## config.mk

```make
export PLATFORM = sky130hd
export DESIGN_NAME = rgbm_back
export DESIGN_NICKNAME = d
export VERILOG_FILES = /design/src/sv/rgbm_pkg.sv /design/src/sv/rgbm_back.sv
export SDC_FILE = /design/constraint.sdc
export NUM_CORES = 1
export LEC_CHECK = 0
export ABC_AREA = 1
export BUFFER_PORTS_ARGS = -buffer_cell sky130_fd_sc_hd__buf_4
export CAP_MARGIN = 20
export CORE_ASPECT_RATIO = 1.5
export CORE_MARGIN = 1
export CORE_UTILIZATION = 60
export CTS_CLUSTER_DIAMETER = 40
export DETAILED_ROUTE_END_ITERATION = 10
export PLACE_DENSITY = 0.92
export SYNTH_ARGS = -nofsm -noshare
export SYNTH_HDL_FRONTEND = slang
export SYNTH_SLANG_ARGS = --single-unit
```

## constraint.sdc

```tcl
create_clock -name clk -period 5.7 [get_ports clk]
set_input_delay 0.285 -clock clk [delete_from_list [all_inputs] [get_ports clk]]
set_output_delay 0.285 -clock clk [all_outputs]
set_load 0.01 [all_outputs]
```

## src/sv/rgbm_pkg.sv

```systemverilog
// Shared types and constants for the RGB 3x3 dual-kernel magnitude unit.
package rgbm_pkg;

  localparam int MAX_WIDTH_D  = 2048;
  localparam int MAX_HEIGHT_D = 2048;
  localparam int CHANNELS_D   = 3;
  localparam int NCH          = 3;   // channels carried on the ports
  localparam int PIX_W        = 8;
  localparam int COORD_W      = 11;
  localparam int REG_W        = 12;
  localparam int SUM_W        = 16;
  localparam int ROOT_W       = 8;
  localparam int Q_DEPTH      = 4;

  localparam logic [REG_W-1:0] WIDTH_RST  = 12'd640;
  localparam logic [REG_W-1:0] HEIGHT_RST = 12'd480;
  localparam logic [SUM_W-1:0] SAT_LIMIT  = 16'd65025;

  // configuration register indexes
  localparam logic REG_WIDTH  = 1'b0;
  localparam logic REG_HEIGHT = 1'b1;

  typedef logic [NCH-1:0][PIX_W-1:0] pix_t;

  typedef struct packed {
    logic [NCH-1:0][SUM_W-1:0] sum;
    logic [COORD_W-1:0]        col;
    logic [COORD_W-1:0]        row;
    logic                      last;
  } qent_t;

  typedef struct packed {
    logic full;
    logic empty;
  } qstat_t;

endpackage

```

## src/sv/rgbm_back.sv

```systemverilog
// Back end: bit-per-cycle floor square root and the output register.
module rgbm_back (
  input  logic                         clk,
  input  logic                         rst_n,
  input  rgbm_pkg::qent_t              q_data,
  input  rgbm_pkg::qstat_t             q_stat,
  output logic                         q_pop,
  output logic                         out_valid,
  input  logic                         out_stall,
  output logic [rgbm_pkg::NCH-1:0][rgbm_pkg::ROOT_W-1:0] out_mag,
  output logic [rgbm_pkg::COORD_W-1:0] out_col,
  output logic [rgbm_pkg::COORD_W-1:0] out_row,
  output logic                         out_last
);
  import rgbm_pkg::*;

  localparam logic [1:0] S_IDLE = 2'd0;
  localparam logic [1:0] S_RUN  = 2'd1;
  localparam logic [1:0] S_DONE = 2'd2;

  logic [1:0]                     st_r, st_nxt;
  logic [2:0]                     step_r;
  logic [NCH-1:0][SUM_W-1:0]      n_r;
  logic [NCH-1:0][ROOT_W-1:0]     root_r, root_nxt;
  logic [COORD_W-1:0]             col_r, row_r;
  logic                           last_r;
  logic                           out_valid_r, out_free;

  assign out_free  = !out_valid_r || !out_stall;
  assign out_valid = out_valid_r;
  assign q_pop     = (st_r == S_IDLE) && !q_stat.empty;

  for (genvar k = 0; k < NCH; k++) begin : g_sqrt
    logic [ROOT_W-1:0] trial;
    logic [SUM_W-1:0]  tsq;
    assign trial       = root_r[k] | (ROOT_W'(1) << step_r);
    assign tsq         = SUM_W'(trial) * SUM_W'(trial);
    assign root_nxt[k] = (tsq <= n_r[k]) ? trial : root_r[k];
  end

  always_comb begin
    st_nxt = st_r;
    case (st_r)
      S_IDLE:  if (!q_stat.empty) st_nxt = S_RUN;
      S_RUN:   if (step_r == 3'd0) st_nxt = S_DONE;
      S_DONE:  if (out_free) st_nxt = S_IDLE;
      default: st_nxt = S_IDLE;
    endcase
  end

  always_ff @(posedge clk) begin
    if (!rst_n) begin
      st_r        <= S_IDLE;
      out_valid_r <= 1'b0;
    end else begin
      st_r <= st_nxt;
      if (st_r == S_DONE && out_free) begin
        out_valid_r <= 1'b1;
      end else if (!out_stall) begin
        out_valid_r <= 1'b0;
      end
    end
  end

  always_ff @(posedge clk) begin
    if (q_pop) begin
      n_r    <= q_data.sum;
      col_r  <= q_data.col;
      row_r  <= q_data.row;
      last_r <= q_data.last;
      root_r <= '0;
      step_r <= 3'd7;
    end else if (st_r == S_RUN) begin
      root_r <= root_nxt;
      step_r <= step_r - 3'd1;
    end
    if (st_r == S_DONE && out_free) begin
      out_mag  <= root_r;
      out_col  <= col_r;
      out_row  <= row_r;
      out_last <= last_r;
    end
  end

endmodule

```

### Yosys cells after proc, flatten, opt, wreduce, memory -nomap -nowiden

Cells that the tools add are included.

* add/sub/neg operators: 1
* $mul: 3
* $lt $le $gt $ge: 3
* equality and inequality tests: 6
* shift operators: 1
* mux-type cells: 6
* bitwise operators: 3
* reduce and logical (&&, ||, !) cells: 12

Operator list (count)
* 16-bit <= comparator: 3
* 8-bit by 8-bit multiplier with 16-bit output: 3
* 8-bit bitwise OR: 3
* 1-bit by 3-bit << shifter with 8-bit output, first input constant: 1
* 2-bit two-way mux: 3
* 2-bit inequality test, second input constant: 3
* 2-bit one-hot mux with 3 select lines: 1
* 2-bit AND reduction: 3
* 1-bit logical NOT: 3
* 3-bit logical NOT: 1
* 3-bit AND reduction: 1
* 3-bit by 1-bit subtractor with 3-bit output, second input constant: 1
* 2-bit by 1-bit == test with 1-bit output, second input constant: 1
* 2-bit == test, second input constant: 1
* 1-bit logical AND: 2
* 2-bit logical NOT: 1
* 1-bit two-way mux: 2
* 2-bit by 1-bit inequality test with 1-bit output, second input constant: 1
* 1-bit logical OR: 1

* bits in registers: 148
* bits of input ports: 76
* output and inout port bits: 49
* logic and storage cells: 53

### Longest topological paths before layout

* word-level depth: 5
* depth in mapped cells: 34

### Least setup slack after synthesis

No wires, ideal clock.

* path type: flip-flop to flip-flop
* from: reg step_r[1]
* to: reg root_r[0] (netlist name)
* arrival time: 5.078 ns
* data required time: 5.582 ns
* path slack: 0.504 ns
* cell stages (with the launch flop): 30
* path buffers: 1
* period minus slack after synthesis: 5.196 ns
* cell sequence: dfxtp_1 -> inv_1 -> ha_1 -> nand2_1 -> nand2_1 -> buf_2 -> nand2_1 -> inv_1 -> fa_1 -> fa_1 -> inv_1 -> fa_1 -> fa_1 -> inv_1 -> ha_1 -> a21oi_1 -> o21ai_0 -> nand2_1 -> nand4_1 -> xor2_1 -> ha_1 -> nand2_2 -> nor2_4 -> inv_2 -> nor2_4 -> nand2_1 -> nand2_1 -> nand2_2 -> nand2_4 -> a21oi_2

* longest elaborated chain between the ends: 5

Ends and longest elaborated chain
* start, declared: RTL line rgbm_back.sv:22 `logic [2:0] step_r;`
* start signal, assigned: RTL line rgbm_back.sv:75 `step_r <= step_r - 3'd1;`
* 1-bit by 3-bit << shifter with 8-bit output: RTL line rgbm_back.sv:36 `assign trial = root_r[k] | (ROOT_W'(1) << step_r);`
* 8-bit bitwise OR: RTL line rgbm_back.sv:36
* net g_sqrt[0].trial[5]: RTL line rgbm_back.sv:34 `logic [ROOT_W-1:0] trial;`
* 8-bit by 8-bit multiplier with 16-bit output: RTL line rgbm_back.sv:37 `assign tsq = SUM_W'(trial) * SUM_W'(trial);`
* 16-bit <= comparator: RTL line rgbm_back.sv:38 `assign root_nxt[k] = (tsq <= n_r[k]) ? trial : root_r[k];`
* 2-bit AND reduction (no line)
* end signal, assigned: RTL line rgbm_back.sv:74 `root_r <= root_nxt;`
* end, declared: RTL line rgbm_back.sv:24 `logic [NCH-1:0][ROOT_W-1:0] root_r, root_nxt;`

The timed path passes the listed nets, and every way through them passes these cells.
A chain may end at the register's enable or synchronous reset.

### Final worst setup path

* from: reg step_r[0]
* to: reg root_r[14] (netlist name)

* longest elaborated chain between the ends: 5

Ends and longest elaborated chain (RTL line)
* 1-bit by 3-bit << shifter with 8-bit output *: rgbm_back.sv:36
* 8-bit bitwise OR *: rgbm_back.sv:36
* 8-bit by 8-bit multiplier with 16-bit output: rgbm_back.sv:37
* 16-bit <= comparator: rgbm_back.sv:38
* 2-bit AND reduction (no line)

Mark *: on every way between the ends. The rest lies on a longest branch, timed or not.

==> flow_metrics.py <==
metrics = {
    "clock_tree": {
        "htree_num_levels": 4,
        "num_cts_buffers": 17,
        "insertion_delay_ns": 0.44,
        "cts.root.buffer_cell": "sky130_fd_sc_hd__clkbuf_16",
        "clkSlewWorstSetupHoldPaths_ns": 0.07,
        "cts.sink_count": 148,
        "clock_tree_from_tritoncts": "built",
        "cts_hold_buf": 0,
        "max-clock-path-buffers": 2,
    },
    "route": {
        "routed_wire_length_per_instance_um": 16.8,
        "drtIter0Drc": 688,
        "vias": 8940,
        "vias_per_cell": 5.37,
        "drt_pre_antenna_iters": 8,
        "routed_wl_mm": 27.9,
        "detail_route.drc_violations": 0,
        "ant_nets": 0,
    },
    "pwr": {
        "power_leakage_nw": 7.20,
        "powerDensity_nw_per_um2": 229,
        "max-vdd-ir-drop_uv": 265,
    },
    "sta": {
        "rsz0062_at_grt": "yes",
        "tightestPinTransition_ns": 0.724,
        "max_freq_ghz": 0.173,
        "number_of_pins_with_negative_max_slew_slack_in_the_final_report": 0,
        "worst_clock_skew_ns": 0.0126,
        "max_slew_headroom_pct": 51.8,
        "hold_viol": 0,
        "min_period_over_period_pct": 101,
        "hold_ws_ns": 0.0169,
        "final-setup-viol-count": 8,
        "timing.final.ws_setup_ns": -0.0839,
        "period_minus_slack_ns": 5.78,
    },
    "critical_path": {
        "cp.arrival_ns": 6.14,
        "path_class": "register to register",
        "reg2reg_to": "root_r[14]$_SDFFE_PP0P_",
        "crit_path_max_fanout": 8,
        "regToRegSetupSlack_ns": -0.08,
        "worstSetupEndpointType": "register",
        "critPathMaxStageDelay_ns": 0.55,
        "crit_path_start_kind": "register",
        "worstPathRequired_ns": 6.06,
        "r2r_cells": 27,
        "critical_path.top_delay_family": "adder cells",
        "crit_slowest_cell": "sky130_fd_sc_hd__fa_1",
        "beginning_of_the_worst_register_to_register_path": "step_r[0]$_SDFFE_PP1P_",
        "critPathBufInv": 4,
        "critPathMostFrequentCell": "sky130_fd_sc_hd__nand2_1",
    },
    "place": {
        "placed_area_um2": 12800,
        "detailedPlacementHpwl_mm": 18.7,
        "numPlacedInstances": 1621,
        "place_worst_setup_slack_ns": -0.135,
        "place_congestion": 0.883,
        "port_buffers": 123,
    },
    "synth": {
        "number_of_storage_elements_in_the_synthesis_netlist": 148,
        "post_synth.cell_area_avg_um2": 9.29,
        "netlist_instances": 1218,
        "post_synth_num_cell_types": 37,
        "synth_area_leader_cell": "sky130_fd_sc_hd__edfxtp_1",
        "syn_area_um2": 11300,
        "netlist.area_leader.share_pct": 31.3,
        "ys_dominant_reg_cell": "sky130_fd_sc_hd__edfxtp_1",
        "synth_async_sr_flop_share_pct": 0,
        "synth_edf_count": 118,
        "synth_area_leaders": "sky130_fd_sc_hd__edfxtp_1 31%, sky130_fd_sc_hd__ha_1 15%, sky130_fd_sc_hd__fa_1 13%",
        "synth-seq-area-share_pct": 36.6,
        "synth-warning-count": 0,
    },
    "global_routing": {
        "grt.total_usage_pct": 26.8,
        "first_pass_grt_wire_length_mm": 40.4,
        "overflow": 0,
        "maximum_number_of_pins_on_one_net_before_global_route_repair": 56,
        "vias_in_the_first_global_route": 9059,
        "number_of_antenna_violations_at_the_first_check_in_global_routing": 0,
    },
    "cells_and_area": {
        "nNetsFinal": 1683,
        "area_growth_syn_to_layout_pct": 22.4,
        "non_filler_cells_final": 1665,
        "antenna-diode-count": 0,
        "nFillCells": 1149,
        "drive_gt1_share_pct": 23.2,
        "ff_latch_area_um2": 4160,
        "final_area_um2": 13900,
        "multi_input_comb_area_um2": 6320,
    },
    "floorplan": {
        "die_area_um2": 19400,
        "core.rowCount": 61,
        "die_boundary_width_um": 114,
        "top_level_ports": 125,
        "chipHeight_um": 170,
        "initial_core_util_pct": 61.3,
        "area_of_the_core_um2": 18500,
    },
    "min_path": {
        "hold-path-endpoint": "n_r[15]$_DFFE_PP_",
        "worst_hold_path_type": "input port to register",
        "hp-start": "q_data[38]",
        "min_path_cells": 1,
    },
    "run_status": {
        "outcome": "finished, violations left",
        "violated_checks": "setup timing",
    },
    "flow_run": {
        "max_cap_viol_count": 0,
    },
}
-- placed cells by master (no fill, tap or decap), drive strengths merged, types with 6 or more instances in the layout --
cell type / n
inv: 323
nand2: 286
buf: 166
ha: 132
edfxtp: 118
a21oi: 78
fa: 75
nor2: 53
dfxtp: 30
xnor2: 26
nand3: 26
xor2: 21
o21ai: 19
clkbuf: 17
nand4: 9
clkinv: 7
nor3: 6
-- flip-flops by register name, indices dropped and copies added (netlist names) --
register / flops
out_mag: 24
root_r: 24
last_r: 1
out_valid: 1
row_r: 11
col_r: 11
out_last: 1
st_r: 2
step_r: 3
out_row: 11
n_r: 48
out_col: 11
-- per-stage QoR --
step	total power [mW]	utilization [%]	TNS, ns
CTS	3.07	73.0	0
finish	3.17	75.0	-0.285
floorplan	1.72	-	0
global placement	1.89	69.2	0
detailed placement	1.93	69.2	-1.45
global route	3.29	75.0	-3.83
-- where the power goes --
part / internal, mW / leakage [nW] / switching, mW
combinational: 0.304 / 5.53 / 0.487
sequential: 1.21 / 1.38 / 0.0224
clock: 0.596 / 0.290 / 0.548
total: 2.11 / 7.20 / 1.06
-- Yosys cell counts (6+ instances only) --
master	n
sky130_fd_sc_hd__inv_2	9
sky130_fd_sc_hd__a21oi_1	52
sky130_fd_sc_hd__nand3_1	24
sky130_fd_sc_hd__ha_1	132
sky130_fd_sc_hd__fa_1	75
sky130_fd_sc_hd__nand2_1	262
sky130_fd_sc_hd__edfxtp_1	118
sky130_fd_sc_hd__dfxtp_1	30
sky130_fd_sc_hd__xor2_1	21
sky130_fd_sc_hd__a21oi_2	26
sky130_fd_sc_hd__nor2_1	43
sky130_fd_sc_hd__o21ai_0	8
sky130_fd_sc_hd__nand4_1	7
sky130_fd_sc_hd__xnor2_1	26
sky130_fd_sc_hd__nand2_2	21
sky130_fd_sc_hd__o21ai_1	7
sky130_fd_sc_hd__inv_1	307
sky130_fd_sc_hd__nor2_4	6
-- final cells by class --
cell class / count / area share [%]
inverter: 317 / 8.68
timing repair buffer: 166 / 9.00
sequential: 148 / 30.0
tap: 252 / 2.28
multi-input combinational: 750 / 45.6
clock inverter: 15 / 1.35
clock buffer: 17 / 3.07
-- cells by family after synthesis --
kind of cell	Yosys count	share of synthesized area (%)
AO/OA/AOI/OAI	110	6.27
flip-flops	148	36.6
adder cells (fa/ha/maj)	207	27.9
AND/OR/NAND/NOR	382	14.7
buffers and inverters	322	10.8
XOR/XNOR	47	3.64
other	2	0.0664
-- worst max path at each step --
| stage | startpoint | end | slack [ns] | depth (start not counted) |
|---|---|---|---|---|
| 6_report | step_r[0]$_SDFFE_PP1P_ | root_r[14]$_SDFFE_PP0P_ | -0.08 | 27 |
| 5_1_grt | step_r[0]$_SDFFE_PP1P_ | root_r[11]$_SDFFE_PP0P_ | -0.33 | 27 |
| 4_1_cts | step_r[0]$_SDFFE_PP1P_ | root_r[14]$_SDFFE_PP0P_ | 0.01 | 28 |
| 3_5_place_dp | step_r[1]$_SDFFE_PP1P_ | root_r[13]$_SDFFE_PP0P_ | -0.13 | 28 |
| 3_3_place_gp | step_r[0]$_SDFFE_PP1P_ | root_r[5]$_SDFFE_PP0P_ | 0.04 | 28 |
| 2_1_floorplan | step_r[1]$_SDFFE_PP1P_ | root_r[0]$_SDFFE_PP0P_ | 0.50 | 29 |
-- per-layer routing --
metal,part of all wire (%),GRT usage [%],vias to the layer above
met1,34,26.3,4220
met3,5.8,4.88,142
met2,54,51.9,430
met5,0,0,-
met4,6.5,14.7,0
li1,-,-,4148
-- what timing repair did --
action	CTS	global route
hold endpoints to repair	0	0
setup endpoints to repair	24	24
buffers inserted	0	12
resized for setup	20	61
pin swaps	2	15
(Power assumes the default switching activity.)
