**config.mk**
```make
export PLATFORM = sky130hd
export DESIGN_NAME = rgbm_queue
export DESIGN_NICKNAME = d
export VERILOG_FILES = /design/src/sv/rgbm_pkg.sv /design/src/sv/rgbm_queue.sv
export SDC_FILE = /design/constraint.sdc
export NUM_CORES = 1
export LEC_CHECK = 0
export CAP_MARGIN = 30
export CORE_MARGIN = 1
export CORE_UTILIZATION = 38
export CTS_BUF_LIST = sky130_fd_sc_hd__clkbuf_2 sky130_fd_sc_hd__clkbuf_4 sky130_fd_sc_hd__clkbuf_8
export CTS_CLUSTER_DIAMETER = 100
export DETAILED_ROUTE_END_ITERATION = 8
export DONT_BUFFER_PORTS = 1
export GPL_TIMING_DRIVEN = 1
export PLACE_DENSITY = 0.49
export RECOVER_POWER = 50
export SYNTH_ARGS = -nofsm -noshare
export SYNTH_HDL_FRONTEND = slang
export SYNTH_SLANG_ARGS = --single-unit
```
**constraint.sdc**
```tcl
create_clock -name clk -period 6.3 [get_ports clk]
set_clock_uncertainty 0.15 [all_clocks]
set_input_delay 1.26 -clock clk [delete_from_list [all_inputs] [get_ports clk]]
set_output_delay 1.26 -clock clk [all_outputs]
set_load 0.01 [all_outputs]
```
**src/sv/rgbm_pkg.sv**
```systemverilog
// Shared types and constants for the RGB 3x3 dual-kernel magnitude unit.
package rgbm_pkg;

  localparam int MAX_WIDTH_D  = 2048;
  localparam int MAX_HEIGHT_D = 2048;
  localparam int CHANNELS_D   = 3;
  localparam int NCH          = 3;   // channels carried on the ports
  localparam int PIX_W        = 8;
  localparam int COORD_W      = 11;
  localparam int REG_W        = 12;
  localparam int SUM_W        = 16;
  localparam int ROOT_W       = 8;
  localparam int Q_DEPTH      = 4;

  localparam logic [REG_W-1:0] WIDTH_RST  = 12'd640;
  localparam logic [REG_W-1:0] HEIGHT_RST = 12'd480;
  localparam logic [SUM_W-1:0] SAT_LIMIT  = 16'd65025;

  // configuration register indexes
  localparam logic REG_WIDTH  = 1'b0;
  localparam logic REG_HEIGHT = 1'b1;

  typedef logic [NCH-1:0][PIX_W-1:0] pix_t;

  typedef struct packed {
    logic [NCH-1:0][SUM_W-1:0] sum;
    logic [COORD_W-1:0]        col;
    logic [COORD_W-1:0]        row;
    logic                      last;
  } qent_t;

  typedef struct packed {
    logic full;
    logic empty;
  } qstat_t;

endpackage

```
**src/sv/rgbm_queue.sv**
```systemverilog
// Small FIFO between the front end and the square-root back end.
module rgbm_queue (
  input  logic              clk,
  input  logic              rst_n,
  input  logic              push,
  input  rgbm_pkg::qent_t   wdata,
  input  logic              pop,
  output rgbm_pkg::qent_t   rdata,
  output rgbm_pkg::qstat_t  stat
);
  import rgbm_pkg::*;

  localparam int PW = $clog2(Q_DEPTH);

  qent_t           mem_r [Q_DEPTH];
  logic [PW-1:0]   wp_r, rp_r;
  logic [PW:0]     cnt_r;

  assign stat.full  = (cnt_r == (PW+1)'(Q_DEPTH));
  assign stat.empty = (cnt_r == '0);
  assign rdata      = mem_r[rp_r];

  always_ff @(posedge clk) begin
    if (push) begin
      mem_r[wp_r] <= wdata;
    end
  end

  always_ff @(posedge clk) begin
    if (!rst_n) begin
      wp_r  <= '0;
      rp_r  <= '0;
      cnt_r <= '0;
    end else begin
      if (push) wp_r <= wp_r + PW'(1);
      if (pop)  rp_r <= rp_r + PW'(1);
      cnt_r <= cnt_r + (PW+1)'(push) - (PW+1)'(pop);
    end
  end

endmodule

```
## Yosys cells after proc, flatten, opt, wreduce, memory -nomap -nowiden

Memory sizes are Yosys's and may differ from the RTL's. A register that Yosys moved wholly into a read port is not among the register bits.
Cells that the tools add are included.

| operators by class | value |
|---|---|
| reductions and logical operators | 1 |
| equal/unequal tests | 1 |
| $add $sub $neg | 4 |
| multiplexer cells | 4 |

Operators with widths:

| kind | count |
|---|---|
| $add 2x1->2 const B | 2 |
| $mux 2 | 2 |
| $add 3x1->3 | 1 |
| $eq 3x3->1 const B | 1 |
| $logic_not 3->1 | 1 |
| $sub 3x1->3 | 1 |
| $mux 1 | 2 |

| storage, ports and cells | value |
|---|---|
| flip-flop bits (word level) | 7 |
| memory bits (writable) | 284 |
| memories | 1 |
| output and inout bits | 73 |

Memory list:

| name | depth | bits a word | rd ports | clocked after Yosys merged registers in | wr ports | line | text |
|---|---|---|---|---|---|---|---|
| mem_r | 4 | 71 | 1 | 1 | 1 | rgbm_queue.sv:15 | `qent_t mem_r [Q_DEPTH];` |

## Logic depth before layout (Yosys ltp)

Gate-level depths: netlist of the first run.

| logic depth | value |
|---|---|
| depth after elaboration | 3 |
| depth in mapped cells | 7 |
| depth with buffers taken out | 7 |

## Least setup slack after synthesis of the first run

OpenSTA, ideal clock, no wires.

| timing | value |
|---|---|
| kind | input port to flip-flop |
| start point | in push |
| end point | mem mem_r[0][0] (netlist bit), enable pin |
| data required time | 5.713 ns |
| data arrival time | 2.923 ns |
| path slack | 2.791 ns |
| setup time | 0.437 ns |
| stages on the path | 1 |
| cells stage by stage | and2_1 |

| on the way | value |
|---|---|
| cells in the longest elaborated chain, start to end | 2 |

Ends and longest elaborated chain:

| what | line | text |
|---|---|---|
| start: declaration | rgbm_queue.sv:5 | `input logic push,` |
| $mux 1 | rgbm_queue.sv:24 | `if (push) begin` |
| $mux 1 (not written as such) | rgbm_queue.sv:25 | `mem_r[wp_r] <= wdata;` |
| end: declaration | rgbm_queue.sv:15 |  |

No other way between the ends.

## Worst setup path after layout of the first run

| timing | value |
|---|---|
| start point | in push |
| end point | mem mem_r[2][49] (netlist bit), enable pin |

The elaborated chain is that of the path after synthesis.

==> results of run 1 <==
==> through the flow <==
step           total power, mW  worst slack (ps)  instance area, µm²
6_report                  4.11              2360               12000
3_5_place_dp              2.62              3060               11100
3_3_place_gp              2.62              3090               11100
2_1_floorplan             2.57              2790               10800
4_1_cts                   4.18              2460               12000
5_1_grt                   4.28              2030               12000
==> per-layer routing <==
metal | global-route usage | up-vias | part of all wire
li1 | - | 1853 | -
met1 | 0.157 | 2282 | 0.39
met2 | 0.226 | 129 | 0.50
met3 | 0.0505 | 43 | 0.086
met4 | 0.0505 | 0 | 0.024
met5 | 0 | - | 0
==> worst paths after layout <==
check                           cells after the start                  from  slack [ps]                endpoint
worst max-delay path                                2                  push        2360  mem_r[2][49]$_DFFE_PP_
worst min-delay path                                2  rp_r[0]$_SDFFE_PN0P_         390                    flop
worst max register to register                      4  wp_r[0]$_SDFFE_PN0P_        2450  mem_r[2][49]$_DFFE_PP_
worst min register to register                      2  rp_r[0]$_SDFFE_PN0P_         390                    flop
==> cells in the mapped netlist <==
| cell type | n | area share |
|---|---|---|
| nand3b_1 | 1 | 0.00070 |
| xnor2_1 | 2 | 0.0016 |
| nor2_1 | 5 | 0.0017 |
| and2_1 | 6 | 0.0035 |
| buf_12 | 7 | 0.013 |
| and3_1 | 1 | 0.00058 |
| a21bo_2 | 1 | 0.00093 |
| a21oi_1 | 1 | 0.00046 |
| ha_1 | 6 | 0.0070 |
| mux4_1 | 1 | 0.0024 |
| fa_1 | 1 | 0.0019 |
| dfxtp_1 | 9 | 0.017 |
| edfxtp_1 | 284 | 0.79 |
| xor3_1 | 1 | 0.0022 |
| inv_1 | 7 | 0.0024 |
| buf_1 | 1 | 0.00035 |
| nor3_1 | 1 | 0.00046 |
| mux4_2 | 70 | 0.15 |
| buf_6 | 1 | 0.0010 |
| mux2i_1 | 1 | 0.00093 |
| buf_2 | 7 | 0.0033 |
==> final cells by class <==
class	count	area (µm²)	area share
tap	378	473	0.0393
timing repair buffer	7	72.6	0.00603
clock buffer	61	764	0.0635
sequential	293	8720	0.724
clock inverter	25	144	0.0120
multi-input combinational	98	1840	0.153
inverter	7	26.3	0.00218
==> cells by family (layout without fill, tap and decap cells) <==
group | after synthesis | in the layout
mux | 72 | 72
flops | 293 | 293
compound gates | 2 | 2
xor+xnor | 3 | 3
simple gates | 14 | 14
buf+inv | 23 | 100
fa+ha+maj | 7 | 7
==> report_power, final <==
part           leakage [nW]  switching, mW  internal [mW]
combinational         0.573          0.166          0.128
sequential             2.68         0.0346           2.24
clock                 0.480          0.703          0.838
total                  3.74          0.903           3.21
==> placed cells by master (no fill, tap or decap), drive strengths merged <==
cell type,count
inv,7
edfxtp,284
mux4,71
clkinv,22
dfxtp,9
xnor2,2
and3,1
buf,7
bufinv,1
nor2,5
fa,1
nor3,1
a21oi,1
mux2i,1
xor3,1
clkbuf,61
clkinvlp,2
and2,6
ha,6
a21bo,1
nand3b,1
==> flip-flops by register name, summed over array words and instances, names as in the netlist, named ones only <==
register / cells
cnt_r: 3
mem_r: 284
wp_r: 2
rp_r: 2
==> summary.md, run 1 <==
| Metric | Value |
|---|---|
| Layout cells sized above 1 | 0.318 |
| Final Hold Slack | 389 ps |
| Sequential share of the synthesized area | 0.809 |
| CTS tree | done |
| Drt initial violations | 257 |
| Max Buffers Root-to-Sink | 3 |
| # setup viols final | 0 |
| Max stage delay on crit path | 1900 ps |
| Worst-path cell chain | and2_0, buf_4 |
| Crit-path slowest cell | and2_0 |
| Total congestion overflow | 0 |
| Clock period minus worst slack | 3940 ps |
| Complex-gate fraction of the synthesized area | 0.00139 |
| Largest net degree at the start of global routing | 39 |
| Row count | 61 |
| Top Ports | 148 |
| Clock slew at reported path FFs | 60 ps |
| Routability Congestion | 0.695 |
| Flops & latches, synth | just under 300 |
| Ant diodes | 0 |
| Lkg Pwr | between 3 and 4 nW |
| Clock Latency Late Sink | 530 ps |
| Worst EP required | approximately 6300 ps |
| Die Wd | 170 µm |
| DR vias | 4,307 |
| Starting Density | 0.386 |
| CP Data Arrival Time | 3960 ps |
| Hold WC Path Type | reg -> reg |
| Power per cell area | between 300 and 400 nW/µm² |
| CTS Hold Bufs | 0 |
| Synth unique cells | 21 |
| Clock buffer count from CTS | 48 |
| Post-Synth Adder-Cell Area | 0.00883 |
| H-tree Lvls | 2 |
| Final worst path period share | 0.625 |
| Crit path kind | in -> reg |
| Worst Path Buf+Inv | 1 |
| Final hold vios | 0 |
| RSZ-0062 raised after global routing | no |
| Die ar. | 29,000 µm² |
| FILL cells | 2,374 |
| Top Family by Delay on Critical Path | simple AND/OR/NAND/NOR gates |
| Failing checks | max-capacitance violations, max-slew violations |
| Crit end category | flop |
| Die span in y | 170 µm |
| Final setup TNS | 0 ps |
| DRC | 0 |
| First-pass GRT wire length | 28,500 µm |
| Crit path launch type | input pin |
| Ys Warns | 0 |
| DR WL/cell | 21.9 µm |
| Total GRT Usage | 0.135 |
| Detailed Routing Iterations Pass 1 | 4 |
| Clk Tree Root Cell | clkbuf_8 |
| Detailed placement HPWL | 11,000 µm |
| Core area | about 28,000 µm² |
| Achievable frequency | 254 MHz |
| Max cap viols | 2 |
| Slew Viols, Final | 72 |
| Finished Layout Cells | 869 |
| Peak supply drop | 0.202 mV |
| Synthesized instance count | 414 |
| Post-Synth Simple-Gate Area | 0.00697 |
| Initial antenna violation count | 0 |
| Vias in the first global route | a little under 5,000 |
| Syn_area_per_cell | roughly 26 µm² |
| Status | complete, but fails checks |
| Via density | 4.96 |
| I/O Buffers | 0 |
| Cts repair resizes | 0 |
| Slew at the pin closest to its max-slew limit | approximately 2700 ps |
| Cell Area, Synth | 10,800 µm² |
| Placed cells | 783 |
| Post-CTS setup buffers | 0 |
| Fin nets | 537 |
| Mux contribution to synthesized area | 0.150 |
| WL final | 19,000 µm |
| Number of nets still failing antenna checks after routing | 0 |
| Utilization after layout | 0.432 |
| Clock sink count | 293 |
| CP max FO | 37 |
| Syn nets | 496 |
| Area grow syn2layout | 11.9% |
| Max-Slew Margin vs Limit | -0.797 |
| XOR/XNOR share of the synthesized area | 0.00384 |
| Main combinational cell family by area after synthesis | multiplexers |
Power figures use the tool's default switching activity.
==> run 2: changes to the inputs <==
clock period = 4.05 ns   (was 6.3 ns; I/O delays follow)
==> summary.md, run 2 (synthesis gave the netlist of run 1 again) <==
| Metric | Value |
|---|---|
| Status | complete, but fails checks |
| Failing checks | max-capacitance violations, max-slew violations |
| Clock power share | 0.395 (+0.020) |
| Max Buffers Root-to-Sink | 3 (unchanged) |
| Top flop regs | mem_r x284, cnt_r x3 |
| Most flops, register | mem_r |
| Int Power | 5.23 mW (+63%) |
| Via density | 4.92 (-0.69%) |
| Max cap viols | 1 (-1) |
| Power per cell area | 545 nW/µm² (+60%) |
| Peak supply drop | 0.344 mV (+70%) |
| Register area | 8720 µm² (unchanged) |
| WL final | 19,700 µm (+3.4%) |
| Crit path launch type | flop |
| Final setup TNS | 0 ps (unchanged) |
| Sw Ratio | 0.212 (-0.00772) |
| Final Hold Slack | 214 ps (-175 ps) |
| Clk Tree Root Cell | clkbuf_8 |
| Routability Congestion | 0.723 (+4.1%) |
| Clock slew at reported path FFs | 60 ps (about the same) |
| Largest register FFs | 284 (unchanged) |
| Drt initial violations | 193 (-25%) |
| Overall power | 6.64 mW (+61%) |
| Total GRT Usage | 0.139 (+0.00439) |
| Utilization after layout | 0.437 (+0.00454) |
| Die Wd | 170 µm (unchanged) |
| Post-DP Area | 11,200 µm² (+0.36%) |
| Multi-input logic area | 1850 µm² (+0.14%) |
| Total congestion overflow | 0 (unchanged) |
| Post-CTS setup buffers | 0 (unchanged) |
| CTS tree | done |
| Number of nets still failing antenna checks after routing | 0 (unchanged) |
| CP max FO | 30 (-19%) |
| DR vias | 4,292 (-0.35%) |
| Reg power frac | 0.536 (-0.018) |
| Switching pwr | 1.41 mW (+56%) |
| FILL cells | 2,369 (-0.21%) |
| Die span in y | 170 µm (unchanged) |
| Largest net degree at the start of global routing | 55 (+41%) |
| Placed cells | 786 (+0.38%) |
| Cts repair resizes | 0 (unchanged) |
| Final WS setup | 783 ps (-1580 ps) |
| Row count | 61 (unchanged) |
| H-tree Lvls | 2 (unchanged) |
| Die ar. | 29,000 µm² (unchanged) |
| Ant diodes | 0 (unchanged) |
| Clock sink count | 293 (unchanged) |
| Detailed Routing Iterations Pass 1 | 4 (unchanged) |
| Dpl ws | 1260 ps (-1790 ps) |
| Vias in the first global route | 4,857 (-0.14%) |
| Finished Layout Cells | 872 (+0.35%) |
| Clock Latency Late Sink | 540 ps (about the same) |
| Starting Density | 0.386 (unchanged) |
| Commonest cells after routing, fill and taps aside | edfxtp_1, mux4_2, clkbuf_8 |
| Worst EP required | 3090 ps (-3230 ps) |
| Top Ports | 148 (unchanged) |
| Detailed placement HPWL | 11,300 µm (+3.3%) |
| Core area | 27,900 µm² (unchanged) |
| Achievable frequency | 306 MHz |
| Layout cells sized above 1 | 0.328 (+0.0102) |
| Initial antenna violation count | 0 (unchanged) |
| CP Data Arrival Time | 2310 ps (-1650 ps) |
| Clock buffer count from CTS | 48 (unchanged) |
| Hold WC Path Type | in -> reg |
| Final hold vios | 0 (unchanged) |
| I/O Buffers | 0 (unchanged) |
| Slew Viols, Final | 24 (-67%) |
| Crit end category | output port |
| Commonest non-fill, non-tap cell in the layout | edfxtp_1 |
| Clock period minus worst slack | 3270 ps |
| Fin nets | 540 (+0.56%) |
| Combinational Power Share | 0.069 (-0.002) |
| Area grow syn2layout | 13.0% |
| # setup viols final | 0 (unchanged) |
| Crit path kind | reg -> out |
| Slew at the pin closest to its max-slew limit | 1930 ps (-764 ps) |
| RSZ-0062 raised after global routing | no |
| Final worst path period share | 0.807 |
| Lkg Pwr | 3.80 nW (+1.7%) |
| CTS Hold Bufs | 0 (unchanged) |
| DR WL/cell | 22.5 µm (+3.0%) |
| First-pass GRT wire length | 29,200 µm (+2.3%) |
| Max-Slew Margin vs Limit | -0.287 (+0.510) |
| DRC | 0 (unchanged) |
| Finished Cell Area | 12,200 µm² (+1.0%) |
## run 2: final cells by class
type	count	share of cell area
sequential	293	0.716
tap	378	0.0389
inverter	7	0.00216
multi-input combinational	98	0.152
timing repair buffer	10	0.00926
clock inverter	20	0.0156
clock buffer	66	0.0659
## run 2: path summary, 6_finish.rpt
path | startpoint | to | slack, ps | cells after the start
min | wdata[57] | mem_r[2][57]$_DFFE_PP_ | 210 | 0
max reg2reg | wp_r[0]$_SDFFE_PN0P_ | mem_r[3][29]$_DFFE_PP_ | 1090 | 3
min reg2reg | rp_r[0]$_SDFFE_PN0P_ | flop | 390 | 2
max | flop | rdata[67] | 780 | 2
## run 2: power by group through the flow
stage / registers (mW) / logic (mW) / clock network, mW
2_1_floorplan: 3.58 / 0.414 / 0
3_3_place_gp: 3.61 / 0.468 / 0
3_5_place_dp: 3.62 / 0.477 / 0
4_1_cts: 3.56 / 0.480 / 2.70
5_1_grt: 3.57 / 0.498 / 2.83
6_report: 3.55 / 0.460 / 2.62
## run 2: metal layers
layer | track usage | routed length (µm) | vias up
met3 | 0.0523 | 1580 | 37
met5 | 0 | 0 | -
met4 | 0.0525 | 446 | 0
met2 | 0.240 | 10000 | 140
met1 | 0.156 | 7600 | 2259
li1 | - | - | 1856
## run 2: critical path, stage by stage, from the launching register on
cell and delay (ps):
dfxtp_4 690, buf_12 340, mux4_1 670
==> run 3: changes to the inputs <==
ABC_AREA = 1   (was not set)
clock period = 3.1 ns   (was 4.05 ns; I/O delays follow)
==> summary.md, run 3 <==
| Metric | Value |
|---|---|
| Synth top area share | 0.732 (-0.0599) |
| Met1 GRT Util | 0.175 (+0.0193) |
| GR peak layer | met2 |
| Final worst path period share | 0.841 |
| Total GRT Usage | 0.142 (+0.00331) |
| Die Wd | 177 µm (+4.0%) |
| Die ar. | 31,300 µm² (+8.1%) |
| Syn_area_per_cell | 13.2 µm² (-49%) |
| Drt initial violations | 335 (+74%) |
| Detailed placement HPWL | 11,700 µm (+3.2%) |
| Ys Warns | 0 (unchanged) |
| Initial antenna violation count | 2 (+2) |
| Lkg Pwr | 5.06 nW (+33%) |
| Row count | 63 (+3.3%) |
| Power per cell area | 630 nW/µm² (+15%) |
| Post-DP Area | 12,000 µm² (+7.1%) |
| RSZ-0062 raised after global routing | no |
| Top-count cell post-synth | edfxtp_1 |
| First-pass GRT wire length | 34,300 µm (+18%) |
| DRC | 0 (unchanged) |
| Top Ports | 148 (unchanged) |
| Crit end category | output port |
| Clock buffer count from CTS | 51 (+6.3%) |
| CP Data Arrival Time | 1840 ps (-470 ps) |
| Clock period minus worst slack | between 2000 and 3000 ps |
| Clock Latency Late Sink | 540 ps (about the same) |
| Largest register FFs | 284 (unchanged) |
| Number of synthesized flops with an enable pin | 284 (unchanged) |
| Commonest cells after routing, fill and taps aside | edfxtp_1, inv_1, nand2_1 |
| Die span in y | 177 µm (+4.0%) |
| Syn nets | 967 (+95%) |
| Commonest non-fill, non-tap cell in the layout | edfxtp_1 |
| Status | complete, but fails checks |
| Starting Density | 0.390 (+0.00336) |
| Vias in the first global route | 6,364 (+31%) |
| Crit path kind | reg -> out |
| # setup viols final | 0 (unchanged) |
| Failing checks | max-capacitance violations, max-slew violations |
| Worst EP required | 2330 ps (-760 ps) |
| H-tree Lvls | 2 (unchanged) |
| Finished Cell Area | 13,600 µm² (+12%) |
| Dominant synthesized flop cell | edfxtp_1 |
| Sequential share of the synthesized area | 0.748 (-0.0611) |
| Peak supply drop | 0.378 mV (+9.9%) |
| Routability Congestion | 0.663 (-8.3%) |
| Detailed Routing Iterations Pass 1 | 5 (+1) |
| WL final | 22,200 µm (+13%) |
| Total congestion overflow | 0 (unchanged) |
| Max-Slew Margin vs Limit | -0.119 (+0.168) |
| Overall power | 8.59 mW (+29%) |
| Via density | 4.68 (-4.9%) |
| Synth unique cells | 18 (-14%) |
| DR WL/cell | 15.8 µm (-30%) |
| Post-synth top cells | edfxtp_1, inv_1, nand2_1 |
| Top flop regs | mem_r x284, cnt_r x3 |
| FFs w/ async S/R, synth | 0 (unchanged) |
| Final setup TNS | 0 ps (unchanged) |
| I/O Buffers | 0 (unchanged) |
| Finished Layout Cells | 1,398 (+60%) |
| Area grow syn2layout | 17.1% |
| Max cap viols | 1 (unchanged) |
| Clock sink count | 293 (unchanged) |
| Met2 GRT Util | 0.234 (-0.00613) |
| Achievable frequency | 384 MHz |
| Fin nets | 1,057 (+96%) |
| Slew at the pin closest to its max-slew limit | 1680 ps (-251 ps) |
| Number of nets still failing antenna checks after routing | 0 (unchanged) |
| Clock slew at reported path FFs | 60 ps (about the same) |
| Core area | 29,900 µm² (+7.2%) |
| Crit path launch type | flop |
| Most flops, register | mem_r |
| Max Buffers Root-to-Sink | 3 (unchanged) |
| Synth top area cells | edfxtp_1, inv_1, nand2_1 |
| FILL cells | 2,678 (+13%) |
| Slew Viols, Final | 54 (+130%) |
| DR vias | 6,541 (+52%) |
| Cell taking the most area after synthesis | edfxtp_1 |
| Cell Area, Synth | 11,600 µm² (+8.2%) |
| Synthesized instance count | 885 (+110%) |
| Clk Tree Root Cell | clkbuf_8 |
| Layout cells sized above 1 | 0.0933 (-0.235) |
| Hold WC Path Type | in -> reg |
| Largest net degree at the start of global routing | 149 (+170%) |
| CTS tree | done |
| CP max FO | 56 (+87%) |
| Placed cells | 1,239 (+58%) |
| Final hold vios | 0 (unchanged) |
| Met3 Use GR | 0.0466 (-0.00572) |
| Flops & latches, synth | 293 (unchanged) |
[run 3: changes by cell type after synthesis, moves of 4 or more]
cell	delta
and2_1	-6
buf_12	-7
o21ai_1	+57
buf_2	+12
o211ai_1	+71
a21oi_1	+75
nand2_1	+152
o21ai_0	+18
mux4_2	-70
clkbuf_1	+4
buf_4	+8
buf_6	+16
inv_1	+151
[run 3: worst paths after layout]
kind         slack [ps]  cells after the start                 start                     to
min                  60                      2                 rst_n   wp_r[0]$_SDFFE_PN0P_
max reg2reg         520                      5  wp_r[0]$_SDFFE_PN0P_  mem_r[2][7]$_DFFE_PP_
max                 490                      4                  flop              rdata[30]
min reg2reg         320                      2  rp_r[1]$_SDFFE_PN0P_                   flop
[run 3: repair_timing]
action,4_1_cts,5_1_grt
setup buffers,0,0
hold buffers,73,0
hold endpoints to repair,289,0
gates resized for setup,0,0
[run 3: cell families after synthesis]
| family | synth area share |
|---|---|
| DFF | 0.748 |
| AOI/OAI and AO/OA | 0.111 |
| buffers and inverters | 0.0820 |
| adders and majority gates | 0.00817 |
| and+or+nand+nor | 0.0505 |
[run 3: report_power, final]
| part | leakage (nW) | internal (mW) | switching (mW) |
|---|---|---|---|
| combinational | 1.87 | 0.223 | 0.508 |
| clock | 0.509 | 1.84 | 1.44 |
| sequential | 2.68 | 4.53 | 0.0488 |
| total | 5.06 | 6.59 | 2.00 |
[run 3: through the flow]
stage	hold slack [ps]	setup slack, ps	utilization
CTS	7.52	412	0.457
finish	60.0	493	0.457
global route	34.6	315	0.457
floorplan	286	493	-
detailed placement	307	1000	0.401
global placement	289	1010	0.401
[run 3: final cells by class]
type | count | area, µm² | area share
antenna | 1 | 2.50 | 0.000183
clock buffer | 72 | 897 | 0.0658
clock inverter | 13 | 53.8 | 0.00394
inverter | 158 | 598 | 0.0439
multi-input combinational | 386 | 1980 | 0.145
sequential | 293 | 8720 | 0.639
tap | 390 | 488 | 0.0358
timing repair buffer | 85 | 902 | 0.0661
[run 3: layer usage]
layer / routed length, µm / vias up
met5: 8 / -
met4: 497 / 2
met3: 1680 / 42
met2: 10200 / 151
met1: 9770 / 3094
li1: - / 3252
[run 3: critical path: stages (launching register included)]
cell and delay [ps]:
dfxtp_4 620, buf_12 310, a21oi_1 70, o21ai_1 110
nand2_1 150
